<file path="src/sv/sobel_edge_filter_stream_unit_defines.svh">
// Assertion macros for the Sobel edge filter stream unit.
// No dependencies; included by files that carry concurrent assertions.
`ifndef SOBEL_EDGE_FILTER_STREAM_UNIT_DEFINES_SVH
`define SOBEL_EDGE_FILTER_STREAM_UNIT_DEFINES_SVH

// Same-cycle implication, reported through $error
`define SEF_ASSERT_IMPLY(label, clk, rst, ante, cons, msg) \
   label: assert property (@(posedge clk) disable iff (rst) (ante) |-> (cons)) \
      else $error(msg);

// Next-cycle implication, reported through $error
`define SEF_ASSERT_NEXT(label, clk, rst, ante, cons, msg) \
   label: assert property (@(posedge clk) disable iff (rst) (ante) |=> (cons)) \
      else $error(msg);

`endif

</file>
<file path="src/sv/sef_pkg.sv">
// Shared types, constants and helper functions for the Sobel edge filter stream unit.
// No dependencies; imported by the window cell, the result queue and the top level.
package sef_pkg;

   // Configuration register file
   localparam int CFG_W = 12;
   typedef logic [CFG_W-1:0] cfg_word_type;

   typedef enum logic {
      CSR_LINE_WIDTH   = 1'b0,
      CSR_FRAME_HEIGHT = 1'b1
   } csr_index_type;

   localparam cfg_word_type LINE_WIDTH_RESET   = 12'd640;
   localparam cfg_word_type FRAME_HEIGHT_RESET = 12'd480;
   localparam cfg_word_type MIN_DIM            = 12'd3;

   // BT.709 luma weights in Q0.16, summing to 65536
   localparam logic [15:0] COEF_BLUE  = 16'd4732;
   localparam logic [15:0] COEF_GREEN = 16'd46871;
   localparam logic [15:0] COEF_RED   = 16'd13933;

   typedef logic [7:0] gray_type;

   typedef struct packed {
      logic [7:0] blue;
      logic [7:0] green;
      logic [7:0] red;
      logic       frame_start;
   } req_payload_type;

   typedef struct packed {
      logic [7:0] edge_value;
      logic       row_end;
      logic       frame_end;
   } rsp_payload_type;

   // One column of the 3x3 window
   typedef struct packed {
      gray_type top;
      gray_type mid;
      gray_type bot;
   } window_col_type;

   // One entry of the line store: the two previous rows at a column
   typedef struct packed {
      gray_type older;
      gray_type newer;
   } line_pair_type;

   // Result queue push from the pipeline
   typedef struct packed {
      logic            first_valid;
      logic            second_valid;
      rsp_payload_type first;
      rsp_payload_type second;
   } fifo_push_type;

   localparam int FIFO_DEPTH = 8;
   localparam int FIFO_PTR_W = $clog2(FIFO_DEPTH);
   localparam int FIFO_CNT_W = FIFO_PTR_W + 1;

   // a + 2b + c over three gray taps
   function automatic logic [9:0] tap_sum(gray_type a, gray_type b, gray_type c);
      return {2'b00, a} + {1'b0, b, 1'b0} + {2'b00, c};
   endfunction

   // |pos - neg| clamped to 255
   function automatic gray_type grad_clamp(logic [9:0] pos, logic [9:0] neg);
      logic [9:0] mag;
      mag = (pos >= neg) ? (pos - neg) : (neg - pos);
      return (mag > 10'd255) ? 8'hFF : mag[7:0];
   endfunction

endpackage

</file>
<file path="src/sv/sef_result_fifo.sv">
// Result queue: up to two pushes and one pop per cycle, registered entries.
// Depends on sef_pkg for payload, push types and queue depth.
module sef_result_fifo (
   input  logic                               clock,
   input  logic                               reset,
   input  sef_pkg::fifo_push_type             push,
   output logic                               rsp_valid,
   input  logic                               rsp_stall,
   output sef_pkg::rsp_payload_type           rsp_data,
   output logic [sef_pkg::FIFO_CNT_W-1:0]     count
);

   import sef_pkg::*;

   rsp_payload_type       mem_ff [FIFO_DEPTH];
   logic [FIFO_PTR_W-1:0] wr_ptr_ff, wr_ptr_in;
   logic [FIFO_PTR_W-1:0] rd_ptr_ff, rd_ptr_in;
   logic [FIFO_CNT_W-1:0] count_ff, count_in;
   logic [FIFO_PTR_W-1:0] wr_ptr_next;
   logic [1:0]            push_n;
   logic                  pop;

   assign pop         = (count_ff != '0) && !rsp_stall;
   assign push_n      = {push.first_valid & push.second_valid,
                         push.first_valid & ~push.second_valid};
   assign wr_ptr_next = wr_ptr_ff + 1'b1;

   // Advance pointers and occupancy
   always_comb begin
      wr_ptr_in = wr_ptr_ff + FIFO_PTR_W'(push_n);
      rd_ptr_in = rd_ptr_ff + FIFO_PTR_W'(pop);
      count_in  = count_ff + FIFO_CNT_W'(push_n) - FIFO_CNT_W'(pop);
   end

   always_ff @(posedge clock) begin
      if (reset) begin
         wr_ptr_ff <= '0;
         rd_ptr_ff <= '0;
         count_ff  <= '0;
      end else begin
         wr_ptr_ff <= wr_ptr_in;
         rd_ptr_ff <= rd_ptr_in;
         count_ff  <= count_in;
      end
   end

   // Store the pushed transactions
   always_ff @(posedge clock) begin
      if (push.first_valid) begin
         mem_ff[wr_ptr_ff] <= push.first;
      end
      if (push.second_valid) begin
         mem_ff[wr_ptr_next] <= push.second;
      end
   end

   assign rsp_valid = (count_ff != '0);
   assign rsp_data  = mem_ff[rd_ptr_ff];
   assign count     = count_ff;

endmodule

</file>
<file path="config.mk">
export PLATFORM = sky130hd
export DESIGN_NAME = sef_result_fifo
export DESIGN_NICKNAME = d
export VERILOG_FILES = /design/src/sv/sobel_edge_filter_stream_unit_defines.svh /design/src/sv/sef_pkg.sv /design/src/sv/sef_result_fifo.sv
export SDC_FILE = /design/constraint.sdc
export NUM_CORES = 1
export LEC_CHECK = 0
export ABC_AREA = 1
export BUFFER_PORTS_ARGS = -buffer_cell sky130_fd_sc_hd__buf_2
export CORE_MARGIN = 2
export CORE_UTILIZATION = 45
export CTS_BUF_LIST = sky130_fd_sc_hd__clkbuf_8
export DETAILED_ROUTE_END_ITERATION = 6
export PLACE_DENSITY_LB_ADDON = 0.12
export RECOVER_POWER = 50
export SYNTH_ARGS = -nofsm -noshare
export SYNTH_HDL_FRONTEND = slang
export SYNTH_SLANG_ARGS = --single-unit
</file>
<file path="constraint.sdc">
create_clock -name clock -period 2.5 [get_ports clock]
set_input_delay 0.125 -clock clock [delete_from_list [all_inputs] [get_ports clock]]
set_output_delay 0.125 -clock clock [all_outputs]
set_load 0.005 [all_outputs]
</file>
Yosys cells after proc, flatten, opt, wreduce, memory -nomap -nowiden --
Memory sizes are Yosys's and may differ from the RTL's. A register that Yosys moved wholly into a read port is not among the register bits. Index checks and enable logic that the tools add are counted.
Storage, ports and cells: logic and storage cells 20, output and inout port bits 15, memories 1, input bits 25, bits in registers 10, RAM bits 80
Memory list:
- mem_ff | words 8, width 10, read ports 1, clocked after memory_dff 1, wr ports 2, line sef_result_fifo.sv:15 | rsp_payload_type mem_ff [FIFO_DEPTH];
Operators by class: reductions and logical operators 3, add/subtract/negate cells 5, muxes and demuxes 5, bitwise logic cells 3
Operators by type and width (count):
- 4-bit by 2-bit adder with 4-bit output | 1
- 1-bit two-way mux | 4
- 4-bit nonzero test | 1
- 4-bit by 1-bit subtractor with 4-bit output | 1
- 3-bit by 1-bit adder with 3-bit output | 1
- 3-bit by 1-bit adder with 3-bit output (second input constant) | 1
- 3-bit by 2-bit adder with 3-bit output | 1
- 3-bit two-way mux | 1
- 1-bit bitwise AND | 2
- 1-bit logical AND | 1
- 1-bit logical NOT | 1
- 1-bit NOT | 1

Logic depth before layout (Yosys ltp) --
word-level depth 4, mapped depth 12, mapped depth without buffers 12

Worst setup path before layout --
Ideal clock, no wire load.
kind register to register, start register wr_ptr_ff[0], end memory mem_ff[0][0] (netlist name) (enable), path slack 0.517 ns, library setup time 0.391 ns, arrival time 1.592 ns, clock period less this slack 1.983 ns, stages on the path, launching flop included 7, data required time 2.109 ns, buffers on the path 2, cells stage by stage dfxtp_1 -> ha_1 -> buf_2 -> inv_2 -> nand3_2 -> buf_4 -> o21ai_0
RTL lines:
- from (decl) | line sef_result_fifo.sv:16 | logic [FIFO_PTR_W-1:0] wr_ptr_ff, wr_ptr_in;
- from (signal assigned) | line sef_result_fifo.sv:41 | wr_ptr_ff <= wr_ptr_in;
- to (decl) | line sef_result_fifo.sv:15

==> flow_summary_export.csv <==
group,metric,value,unit
worst_setup_path,worstSetupPathType,"register to register",
run,max-cap-violations,0,
clocking,htreeDepth,3,
synthesis,synth_fp_nets,777,
route,wire_per_inst,16.21,um
floorplan,ios,40,
global_route,overflow,0,
power,switching_share,36.02,%
placement,io_buffers,39,
placement,dp_hpwl,11.05,mm
sta,max_slew_margin,56.50,%
route,routed_wl,15.08,mm
floorplan,fp.dieW,115.6,um
hold_path,hold_class,"input pin to register",
worst_setup_path,cp-end-kind,"register",
synthesis,synth_commonest_cells,"nand2_1, inv_1, edfxtp_1, nand4_1, nand3_1",
worst_setup_path,path_cells,"ha_1, inv_1, nand2_1, nand2_2, nand3_1, o21ai_0, clkbuf_1",
sta,final.setup_skew,0.01606,ns
synthesis,yosys_warnings,0,
power,p_seq_share,43.3,%
sta,grt_setup_unrepaired,"false",
synthesis,ys_seq_area_share,46.40,%
sta,final_hold_viol_count,0,
floorplan,fp-row-count,40,
clocking,cts_inserted_buffers,9,
synthesis,synth_cells,742,
route,dr_total_vias,4797,
global_route,grt_pass1_vias,4527,
global_route,antenna_found_initial,0,
global_route,track_usage,24.25,%
route,dr.first_iter.drc_count,404,
worst_setup_path,critPathTopFamily,"simple AND/OR/NAND/NOR gates",
synthesis,synth_cell_types,24,
sta,max_freq,0.4779,GHz
layout,stdcell_area,6018,um2
synthesis,synth_edf_count,80,
global_route,grt_pass1_wl,24.36,mm
layout,num_antenna_cells,0,
worst_setup_path,cp_slowest_cell,"dfxtp_1",
layout,syn_to_final_growth,7.294,%
sta,finalCritPeriodShare,83.70,%
clocking,clk_latency,0.37,ns
power,irDropWorstVdd,0.0004354,V
route,drc,0,
synthesis,ys_async_sr_fraction,0,%
sta,min_period,2.092,ns
synthesis,yosysTopAreaCellShare,42.83,%
route,dr.pass1.iters,6,
sta,maxSlewViolCount,0,
layout,final_core_util,49.69,%
clocking,clkSinkCount,90,
worst_setup_path,max_stage_delay,0.39,ns
worst_setup_path,worstPathArrival,2.13,ns
route,ant_nets,0,
synthesis,ys_ff_latch,90,
worst_setup_path,required,2.53,ns
clocking,cts_root_buffer,"clkbuf_8",
synthesis,yosys.area.top_type,"edfxtp_1",
clocking,cts_resized,0,
sta,finalSetupViolations,0,
sta,tns,0,ns
power,p_sw,1533,uW
layout,drive_above_1_share,10.63,%
floorplan,die_area,13370,um2
power,pwr-share-comb,33.8,%
placement,routabilityCongestion,0.8952,
clocking,cts_tree,"done",
power,cellInternalPower,2722,uW
worst_setup_path,cp_max_fo,21,
synthesis,netlist_area,5609,um2
sta,worstMarginPinSlew,0.6518,ns
route,avgViaCountPerCell,5.158,
power,leakage,0.002988,uW
power,clkPwrFrac,22.9,%
global_route,grt_max_degree,43,
clocking,clkSlewWorstSetupHoldPaths,0.10,ns
status,status,"complete, no violations",
floorplan,die_h,115.6,um
power,p_per_area,707.0,nW/um2
floorplan,start_util,46.31,%
synthesis,syn_avg_cell_area,7.559,um2
placement,place_area,5911,um2
worst_setup_path,path_buf_inv,2,
layout,nets,792,
synthesis,ys.flop_type,"edfxtp_1",
synthesis,synth_most_common_cell,"nand2_1",
clocking,cts_buffer_depth,2,
worst_setup_path,critPathLaunchType,"register",
floorplan,core_area,12110,um2
clocking,post_cts_buffers,0,
clocking,hold_buffers,0,
synthesis,synth_top_cells_by_area,"edfxtp_1, nand2_1, nand4_1",
[cells by family after synthesis]
kind of cell | synth area share, %
and+or+nand+nor | 36.14
DFF | 46.40
AOI/OAI and AO/OA | 0.9814
buffers and inverters | 13.52
adders and majority gates | 2.498
xor gates and xnor gates | 0.4685
[worst reg2reg max path, cell delays in order, from the launching register on]
cell and delay, ns:
dfxtp_1 0.39, ha_1 0.25, inv_1 0.08, nand2_1 0.06, nand2_2 0.32, nand3_1 0.15, o21ai_0 0.16, clkbuf_1 0.35
[metrics by stage]
step           setup WS [ns]  total power [uW]  hold slack (ns)  cells
2_1_floorplan         0.5173              2882           0.3639    742
3_3_place_gp          0.5904              3323           0.4229    914
3_5_place_dp          0.5190              3349           0.4407    914
4_1_cts               0.4672              4317          0.03473    930
5_1_grt               0.1845              4566          0.05460    930
6_report              0.4075              4255          0.04029    930
[final cells by class]
cell class / instances / area (um2)
fillers: 1227 / 6093
flip-flops and latches: 90 / 2603
multi-input cells: 479 / 2208
repair buffers: 72 / 410.4
inverters: 105 / 394.1
well taps: 168 / 210.2
clock buffers: 9 / 123.9
clock inverters: 7 / 68.82
[path summary, 6_finish.rpt]
path                           startpoint                      end  slack [ns]  depth (start not counted)
hold reg to reg   wr_ptr_ff[2]$_SDFF_PP0_  wr_ptr_ff[2]$_SDFF_PP0_        0.62                          2
setup / recovery  wr_ptr_ff[0]$_SDFF_PP0_   mem_ff[2][0]$_DFFE_PP_        0.41                          7
hold / removal                      reset      count[1]$_SDFF_PP0_        0.04                          2
setup reg to reg  wr_ptr_ff[0]$_SDFF_PP0_   mem_ff[2][0]$_DFFE_PP_        0.41                          7
[layout by cell type (no fill, tap or decap), types with 2 or more instances in the layout]
cell type  count
nand2_1      307
nand2_2        2
nand4_1       80
ha_1           8
buf_2         36
nand3_1       51
clkbuf_8       9
dfxtp_1       10
edfxtp_1      80
xnor2_1        2
fa_1           2
inv_1        101
inv_2          2
clkbuf_1      12
nor2_1        13
clkinv_1       3
a21oi_1        3
buf_4         20
clkinv_2       2
clkbuf_2       3
o21ai_0        8
[state kept, by name, indices dropped and copies added, names as in the netlist]
register   count
count          4
mem_ff        80
rd_ptr_ff      3
wr_ptr_ff      3
[metal layers]
metal,GRT usage (%),vias to the layer above,share of wire [%]
met1,34.91,2176,45
li1,-,2414,-
met3,3.975,19,7.9
met5,0,-,0
met4,6.349,0,1.3
met2,38.32,188,46
[power groups by stage]
stage | logic, uW | clock network [uW] | registers (uW)
4_1_cts | 1480 | 997 | 1840
3_3_place_gp | 1450 | 0 | 1870
2_1_floorplan | 1010 | 0 | 1870
6_report | 1440 | 974 | 1840
3_5_place_dp | 1470 | 0 | 1880
5_1_grt | 1650 | 1060 | 1860
No activity file was read; power rests on OpenSTA's default activity.
