===== src/sv/sobel_edge_filter_stream_unit_defines.svh =====
// Assertion macros for the Sobel edge filter stream unit.
// No dependencies; included by files that carry concurrent assertions.
`ifndef SOBEL_EDGE_FILTER_STREAM_UNIT_DEFINES_SVH
`define SOBEL_EDGE_FILTER_STREAM_UNIT_DEFINES_SVH

// Same-cycle implication, reported through $error
`define SEF_ASSERT_IMPLY(label, clk, rst, ante, cons, msg) \
   label: assert property (@(posedge clk) disable iff (rst) (ante) |-> (cons)) \
      else $error(msg);

// Next-cycle implication, reported through $error
`define SEF_ASSERT_NEXT(label, clk, rst, ante, cons, msg) \
   label: assert property (@(posedge clk) disable iff (rst) (ante) |=> (cons)) \
      else $error(msg);

`endif


===== src/sv/sef_pkg.sv =====
// Shared types, constants and helper functions for the Sobel edge filter stream unit.
// No dependencies; imported by the window cell, the result queue and the top level.
package sef_pkg;

   // Configuration register file
   localparam int CFG_W = 12;
   typedef logic [CFG_W-1:0] cfg_word_type;

   typedef enum logic {
      CSR_LINE_WIDTH   = 1'b0,
      CSR_FRAME_HEIGHT = 1'b1
   } csr_index_type;

   localparam cfg_word_type LINE_WIDTH_RESET   = 12'd640;
   localparam cfg_word_type FRAME_HEIGHT_RESET = 12'd480;
   localparam cfg_word_type MIN_DIM            = 12'd3;

   // BT.709 luma weights in Q0.16, summing to 65536
   localparam logic [15:0] COEF_BLUE  = 16'd4732;
   localparam logic [15:0] COEF_GREEN = 16'd46871;
   localparam logic [15:0] COEF_RED   = 16'd13933;

   typedef logic [7:0] gray_type;

   typedef struct packed {
      logic [7:0] blue;
      logic [7:0] green;
      logic [7:0] red;
      logic       frame_start;
   } req_payload_type;

   typedef struct packed {
      logic [7:0] edge_value;
      logic       row_end;
      logic       frame_end;
   } rsp_payload_type;

   // One column of the 3x3 window
   typedef struct packed {
      gray_type top;
      gray_type mid;
      gray_type bot;
   } window_col_type;

   // One entry of the line store: the two previous rows at a column
   typedef struct packed {
      gray_type older;
      gray_type newer;
   } line_pair_type;

   // Result queue push from the pipeline
   typedef struct packed {
      logic            first_valid;
      logic            second_valid;
      rsp_payload_type first;
      rsp_payload_type second;
   } fifo_push_type;

   localparam int FIFO_DEPTH = 8;
   localparam int FIFO_PTR_W = $clog2(FIFO_DEPTH);
   localparam int FIFO_CNT_W = FIFO_PTR_W + 1;

   // a + 2b + c over three gray taps
   function automatic logic [9:0] tap_sum(gray_type a, gray_type b, gray_type c);
      return {2'b00, a} + {1'b0, b, 1'b0} + {2'b00, c};
   endfunction

   // |pos - neg| clamped to 255
   function automatic gray_type grad_clamp(logic [9:0] pos, logic [9:0] neg);
      logic [9:0] mag;
      mag = (pos >= neg) ? (pos - neg) : (neg - pos);
      return (mag > 10'd255) ? 8'hFF : mag[7:0];
   endfunction

endpackage


===== src/sv/sef_window_cell.sv =====
// One column cell of the 3x3 window chain: holds three gray taps and passes them on.
// Depends on sef_pkg for the window column type.
module sef_window_cell (
   input  logic                    clock,
   input  logic                    reset,
   input  logic                    shift_en,
   input  sef_pkg::window_col_type load_col,
   output sef_pkg::window_col_type held_col
);

   import sef_pkg::*;

   window_col_type col_ff;
   window_col_type col_in;

   // Take the neighbour's column on every shift, hold otherwise
   always_comb begin
      col_in = shift_en ? load_col : col_ff;
   end

   always_ff @(posedge clock) begin
      if (reset) begin
         col_ff <= '0;
      end else begin
         col_ff <= col_in;
      end
   end

   assign held_col = col_ff;

endmodule


===== config.mk =====
export PLATFORM = sky130hd
export DESIGN_NAME = sef_window_cell
export DESIGN_NICKNAME = d
export VERILOG_FILES = /design/src/sv/sobel_edge_filter_stream_unit_defines.svh /design/src/sv/sef_pkg.sv /design/src/sv/sef_window_cell.sv
export SDC_FILE = /design/constraint.sdc
export NUM_CORES = 1
export LEC_CHECK = 0
export BUFFER_PORTS_ARGS = -buffer_cell sky130_fd_sc_hd__buf_2
export CAP_MARGIN = 5
export CORE_AREA = 5 5 49 59
export DETAILED_ROUTE_END_ITERATION = 8
export DIE_AREA = 0 0 54 64
export PLACE_DENSITY = 0.69
export SLEW_MARGIN = 20
export SYNTH_ARGS = -nofsm -noshare
export SYNTH_HDL_FRONTEND = slang
export SYNTH_SLANG_ARGS = --single-unit

===== constraint.sdc =====
create_clock -name clock -period 0.8 [get_ports clock]
set_input_delay 0.12 -clock clock [delete_from_list [all_inputs] [get_ports clock]]
set_output_delay 0.12 -clock clock [all_outputs]
set_load 0.02 [all_outputs]

Word level (Yosys, flattened, before mapping)
Cells that the tools add are included.
Operators by class
  add/sub/neg operators: 0
  $mul: 0
  div/mod/pow operators: 0
  order comparisons: 0
  equal/unequal tests: 0
  shifts and indexed selects: 0
  muxes and demuxes: 0
  bitwise logic cells: 0
  reductions and logical operators: 0
Word-level totals
  register bits after elaboration: 24
  bits in latches: 0
  bits in writable memories: 0
  memory bits (read-only): 0
  output and inout port bits: 24
  logic and storage cells: 3
  memories: 0

Logic depth before layout (Yosys ltp)
Gate-level depths: netlist of run 1.
  word-level depth: 0
  depth in mapped cells: 4

Least setup slack after synthesis of run 1
No wires, ideal clock.
  path kind: input to register
  start point: input shift_en
  end point: register col_ff, in the netlist held_col[0]
  setup time: 0.128 ns
  arrival time: 0.585 ns
  data required time: 0.672 ns
  setup slack: 0.087 ns
  stages on the path: 4
  cell sequence: buf_6 buf_12 mux2i_1 nor2_1
RTL lines
  start: declaration: RTL line sef_window_cell.sv:6  | input logic shift_en,
  end signal: assignment: RTL line sef_window_cell.sv:25  | col_ff <= col_in;
  end: declaration: RTL line sef_window_cell.sv:13  | window_col_type col_ff;

Worst setup path in the final report of run 1
  start point: register col_ff, in the netlist held_col[19]
  end point: output held_col[19] (netlist name)
RTL lines
  end: declaration: RTL line sef_window_cell.sv:8  | output sef_pkg::window_col_type held_col
No word-level cell between the ends.

==> results of run 1 <==
## repair_timing
item                                    4_1_cts  5_1_grt
pin swaps                                     0        0
buffers inserted                              2        0
resized for setup                            72        1
endpoints found under the setup margin       24       25
hold buffers                                  0        0
## power by group through the flow
stage                     Clock, mW  Sequential, mW  Combinational [mW]
final                         0.603            1.33               0.494
after global routing          0.684            1.34               0.533
after CTS                     0.642            1.33               0.497
after detailed placement          0            1.32               0.407
after global placement            0            1.32               0.395
after floorplan                   0            1.41               0.162
## logic make-up (layout without fill, tap and decap cells)
family | Yosys count | count (layout) | synth area share
DFF | 24 | 24 | 0.553
and+or+nand+nor | 24 | 24 | 0.104
muxes | 24 | 24 | 0.276
buffers and inverters | 5 | 58 | 0.0676
## synth_stat cells (all sizes together)
master,n,area [sq um]
mux2i,24,240
clkbuf,2,7.51
nor2,24,90.1
buf,3,51.3
dfxtp,24,480
## through the flow
step / std cells / setup TNS (ns) / power, mW / hold slack, ns
after floorplan: 77 / 0 / 1.58 / 0.192
after global placement: 155 / 0 / 1.72 / 0.355
after detailed placement: 155 / -0.129 / 1.73 / 0.364
after CTS: 161 / -2.55 / 2.47 / 0.0289
after global routing: 161 / -3.25 / 2.56 / 0.0345
final: 161 / -2.10 / 2.43 / 0.0452
## how the worst min path moves through the flow
stage                     slack (ns)           end  cells after the start
after floorplan                 0.19  held_col[15]                      1
after global placement          0.36  held_col[19]                      3
after detailed placement        0.36   held_col[1]                      3
after CTS                       0.03  held_col[17]                      3
after global routing            0.03  held_col[16]                      3
final                           0.05  held_col[22]                      3
## final cells by class
| class | count | area, sq um |
|---|---|---|
| timing repair buffer | 54 | 459 |
| tap | 31 | 38.8 |
| fill | 188 | 883 |
| multi-input combinational | 48 | 330 |
| clock buffer | 4 | 36.3 |
| sequential | 24 | 510 |
## metal layers
layer | wire length, um | track usage | up-vias
met5 | 0 | 0 | -
met1 | 745 | 0.127 | 333
li1 | - | - | 360
met4 | 0 | 0.0530 | 0
met2 | 1060 | 0.223 | 35
met3 | 224 | 0.0442 | 0
==> results.toml, run 1 <==
[critical_path]
r2r_end = "held_col[19]"
reg2reg_depth = 3
cp_slowest_stage_delay_ns = 0.37
cp_max_fo = 2
crit_buf_inv = 1
cp_top_family = "flip-flops"
critPathKind = "register to primary output"
crit_arrival_ns = 0.78
end_kind = "primary output"
worstPathRequired_ns = 0.68
r2r_slack_ns = 0.04
critPathLaunchType = "register"
cp.depth = 1
path_cells = "buf_6"
r2r-start = "held_col[19]"
endpoint = "held_col[19]"
crit_path_top_delay_cell = "dfxtp_2"
setup.worst_path.start = "held_col[19]"

[layout]
final_common_cell = "buf_2"
final_core_util = 0.609
drive_above_1_share = 0.631
area_growth_pct = 58.1
antenna_cells = 0
largest_register_ff_count = 24
fin_area_sq_um = 1380
mostFrequentLayoutCells = "buf_2, buf_6, mux2i_1, nor2_1, dfxtp_2"
final_nets = 158

[clock_network]
clk_pin_slew_ns = 0.12
cts-root-buf = "clkbuf_4"
cts_tree = "done"
clock_latency_ns = 0.30
h-tree-depth = 1
cts_buffer_depth = 2
numCtsBuffers = 3
cts.sinks = 24

[timing]
finalHoldViolations = 0
rsz0062_at_grt = "true"
layout_setup_ws_ns = -0.104
min_period_ns = 0.904
setup_viol = 24
worst_pin_slew_ns = 0.431
finalCritPeriodShare = 1.13
maxSlewHeadroom = 0.713
report.final.slew_viol_count = 0
finClkSkew_ns = 0
fmax_mhz = 1110

[global_route]
grt_max_degree = 25
grt_use_total = 0.125
grt_pass1_wl_um = 3290
grt.overflow.total = 0
grt_antenna_before_repair = 0
grt_pass1_vias = 807

[hold_path]
min-delay-start = "load_col[22]"
hp-class = "input pin to register"

[floorplanning]
start_util = 0.385
die_x_um = 54
io-pin-count = 51
die_y_um = 64
dieArea_sq_um = 3460
rows = 19
core_area_sq_um = 2260

[logic_synthesis]
yosysSeqAreaShare = 0.553
synth-seq-cells = 24
netlist_area_sq_um = 870
syn_avg_cell_area_sq_um = 11.3
yosys_warnings = 0
ys_types = 6
synthCells = 77
synthesis.nets = 104

[routing]
initialDrtViolationCount = 2
via_per_inst = 4.52
firstDrtPassIters = 2
avgRoutedWirePerCell_um = 12.6
drc_errors = 0
vias = 728
wl_um = 2030
ant_nets = 0

[power_and_ir_drop]
p_seq_frac = 0.548
ir_drop_uv = 1390
power-per-cell-area_nw_per_um2 = 1760
p_sw_uw = 600
p_clk_frac = 0.248
leakagePower_nw = 0.692
p_comb_frac = 0.204
swShare = 0.247
internal-power_mw = 1.83

[placement]
port_buffers = 50
dp_hpwl_um = 1440
dpl_cell_area_sq_um = 1140
gp_congestion = 0.656
pre_cts_ws_ns = -0.0390

[outcome]
outcome = "complete, but fails checks"
violations = "setup timing"

[run]
max_cap_violations = 0
No activity file was read; power rests on OpenSTA's default activity.
==> inputs of run 2 (changes only) <==
CAP_MARGIN = 20   (was 5)
PLACE_DENSITY = 0.74   (was 0.69)
==> run 2 against run 1 <==
Net effect:
- the run still ends with setup timing left
- non-clock buffer count rose by 1
- via count down 3.0%
- setup slack better by 0.011 ns
- clock power shrank 20%
- routed wire length is 1.8% lower
- hold slack improved by 0.012 ns
- combinational power grew 0.8%
- sequential share of layout area increased by 0.17 points
- largest cell class unchanged
==> results.toml, run 2 (synthesized netlist as in run 1, its figures left out) <==
[outcome]
outcome = "complete, but fails checks"
violations = "setup timing"

[critical_path]
cp_slowest_stage_delay_ns = 0.36
end_kind = "primary output"
path_cells = "buf_6"
crit_path_top_delay_cell = "dfxtp_2"
worstPathRequired_ns = 0.68
crit_arrival_ns = 0.77
cp_top_family = "flip-flops"
critPathKind = "register to primary output"
critPathLaunchType = "register"
crit_buf_inv = 1
cp_max_fo = 2

[global_route]
grt.overflow.total = 0
grt_max_degree = 25
grt_pass1_wl_um = 3200
grt_use_total = 0.120
busiest_layer = "met2"
grt_util_met1 = 0.135
grt_antenna_before_repair = 0
grt_util_met3 = 0.0279
use_met2 = 0.223
grt_pass1_vias = 779

[timing]
finalHoldViolations = 0
min_period_ns = 0.894
maxSlewHeadroom = 0.731
rsz0062_at_grt = "true"
fmax_mhz = 1120
finalCritPeriodShare = 1.12
finClkSkew_ns = 0
report.final.slew_viol_count = 0
worst_pin_slew_ns = 0.403
layout_setup_ws_ns = -0.0936
tns_ns = -1.88
timing.hold.ws_ns = 0.0573
setup_viol = 24

[clock_network]
cts_buffer_depth = 2
cts-root-buf = "clkbuf_4"
cts.sinks = 24
clock_latency_ns = 0.29
numCtsBuffers = 3
cts_tree = "done"
h-tree-depth = 1
clk_pin_slew_ns = 0.12

[floorplanning]
io-pin-count = 51
rows = 19
die_x_um = 54
dieArea_sq_um = 3460
start_util = 0.385
core_area_sq_um = 2260
die_y_um = 64

[placement]
port_buffers = 50
gp_congestion = 0.597
pre_cts_ws_ns = -0.0288

[power_and_ir_drop]
ir_drop_uv = 1120
p_sw_uw = 583
p_clk_frac = 0.209
p_seq_frac = 0.576
swShare = 0.252
power-per-cell-area_nw_per_um2 = 1690
internal-power_mw = 1.73
power_mw = 2.31
p_comb_frac = 0.216
leakagePower_nw = 0.690

[layout]
final_nets = 159
drive_above_1_share = 0.631
final_common_cell = "buf_2"
largest_register_ff_count = 24
area_growth_pct = 57.4
mostFrequentLayoutCells = "buf_2, buf_6, mux2i_1, nor2_1, dfxtp_2"
final_core_util = 0.606
antenna_cells = 0
fillers = 187

[routing]
drc_errors = 0
via_per_inst = 4.39
avgRoutedWirePerCell_um = 12.4
ant_nets = 0
wl_um = 2000
initialDrtViolationCount = 3
firstDrtPassIters = 4
vias = 706

[hold_path]
hp-class = "input pin to register"

[run]
max_cap_violations = 0
## run 2: changes by cell type in the layout (fill, tap and decap cells not counted)
cell and delta:
buf_4 +1, clkbuf_8 -1
## run 2: cell type report
cell class / count / area [sq um] / area share
Multi-Input combinational cell: 48 / 330 / 0.241
Tap cell: 31 / 38.8 / 0.0283
Timing Repair Buffer: 55 / 467 / 0.341
Sequential cell: 24 / 510 / 0.373
Clock buffer: 3 / 22.5 / 0.0165
## run 2: through the flow
step           cells  instance area, sq um
2_1_floorplan     77                   870
3_3_place_gp     155                  1140
3_5_place_dp     155                  1140
4_1_cts          160                  1360
5_1_grt          161                  1370
6_report         161                  1370
## run 2: path summary, 6_finish.rpt
check	from	to	slack, ns	cells past startpoint
worst max-delay path	held_col[12]	held_col[12]	-0.09	1
worst min-delay path	load_col[15]	held_col[15]	0.06	3
worst min register to register	held_col[1]	held_col[1]	0.51	2
worst max register to register	held_col[11]	held_col[11]	0.05	3
## run 2: power by group through the flow
stage	sequential [mW]	clock, mW	combinational, mW
after floorplan	1.41	0	0.162
after global placement	1.32	0	0.394
after detailed placement	1.32	0	0.406
after CTS	1.33	0.510	0.496
after global routing	1.34	0.568	0.534
final	1.33	0.483	0.498
## run 2: routing by layer
layer / vias up / part of all wire
met5: - / 0
met4: 0 / 0
met3: 0 / 0.078
met2: 37 / 0.50
met1: 308 / 0.43
li1: 361 / -
## run 2: repair_timing
action	4_1_cts	5_1_grt
setup buffers	2	1
resized for setup	72	1
endpoints found under the setup margin	24	25
hold buffers	0	0
endpoints found under the hold margin	0	0
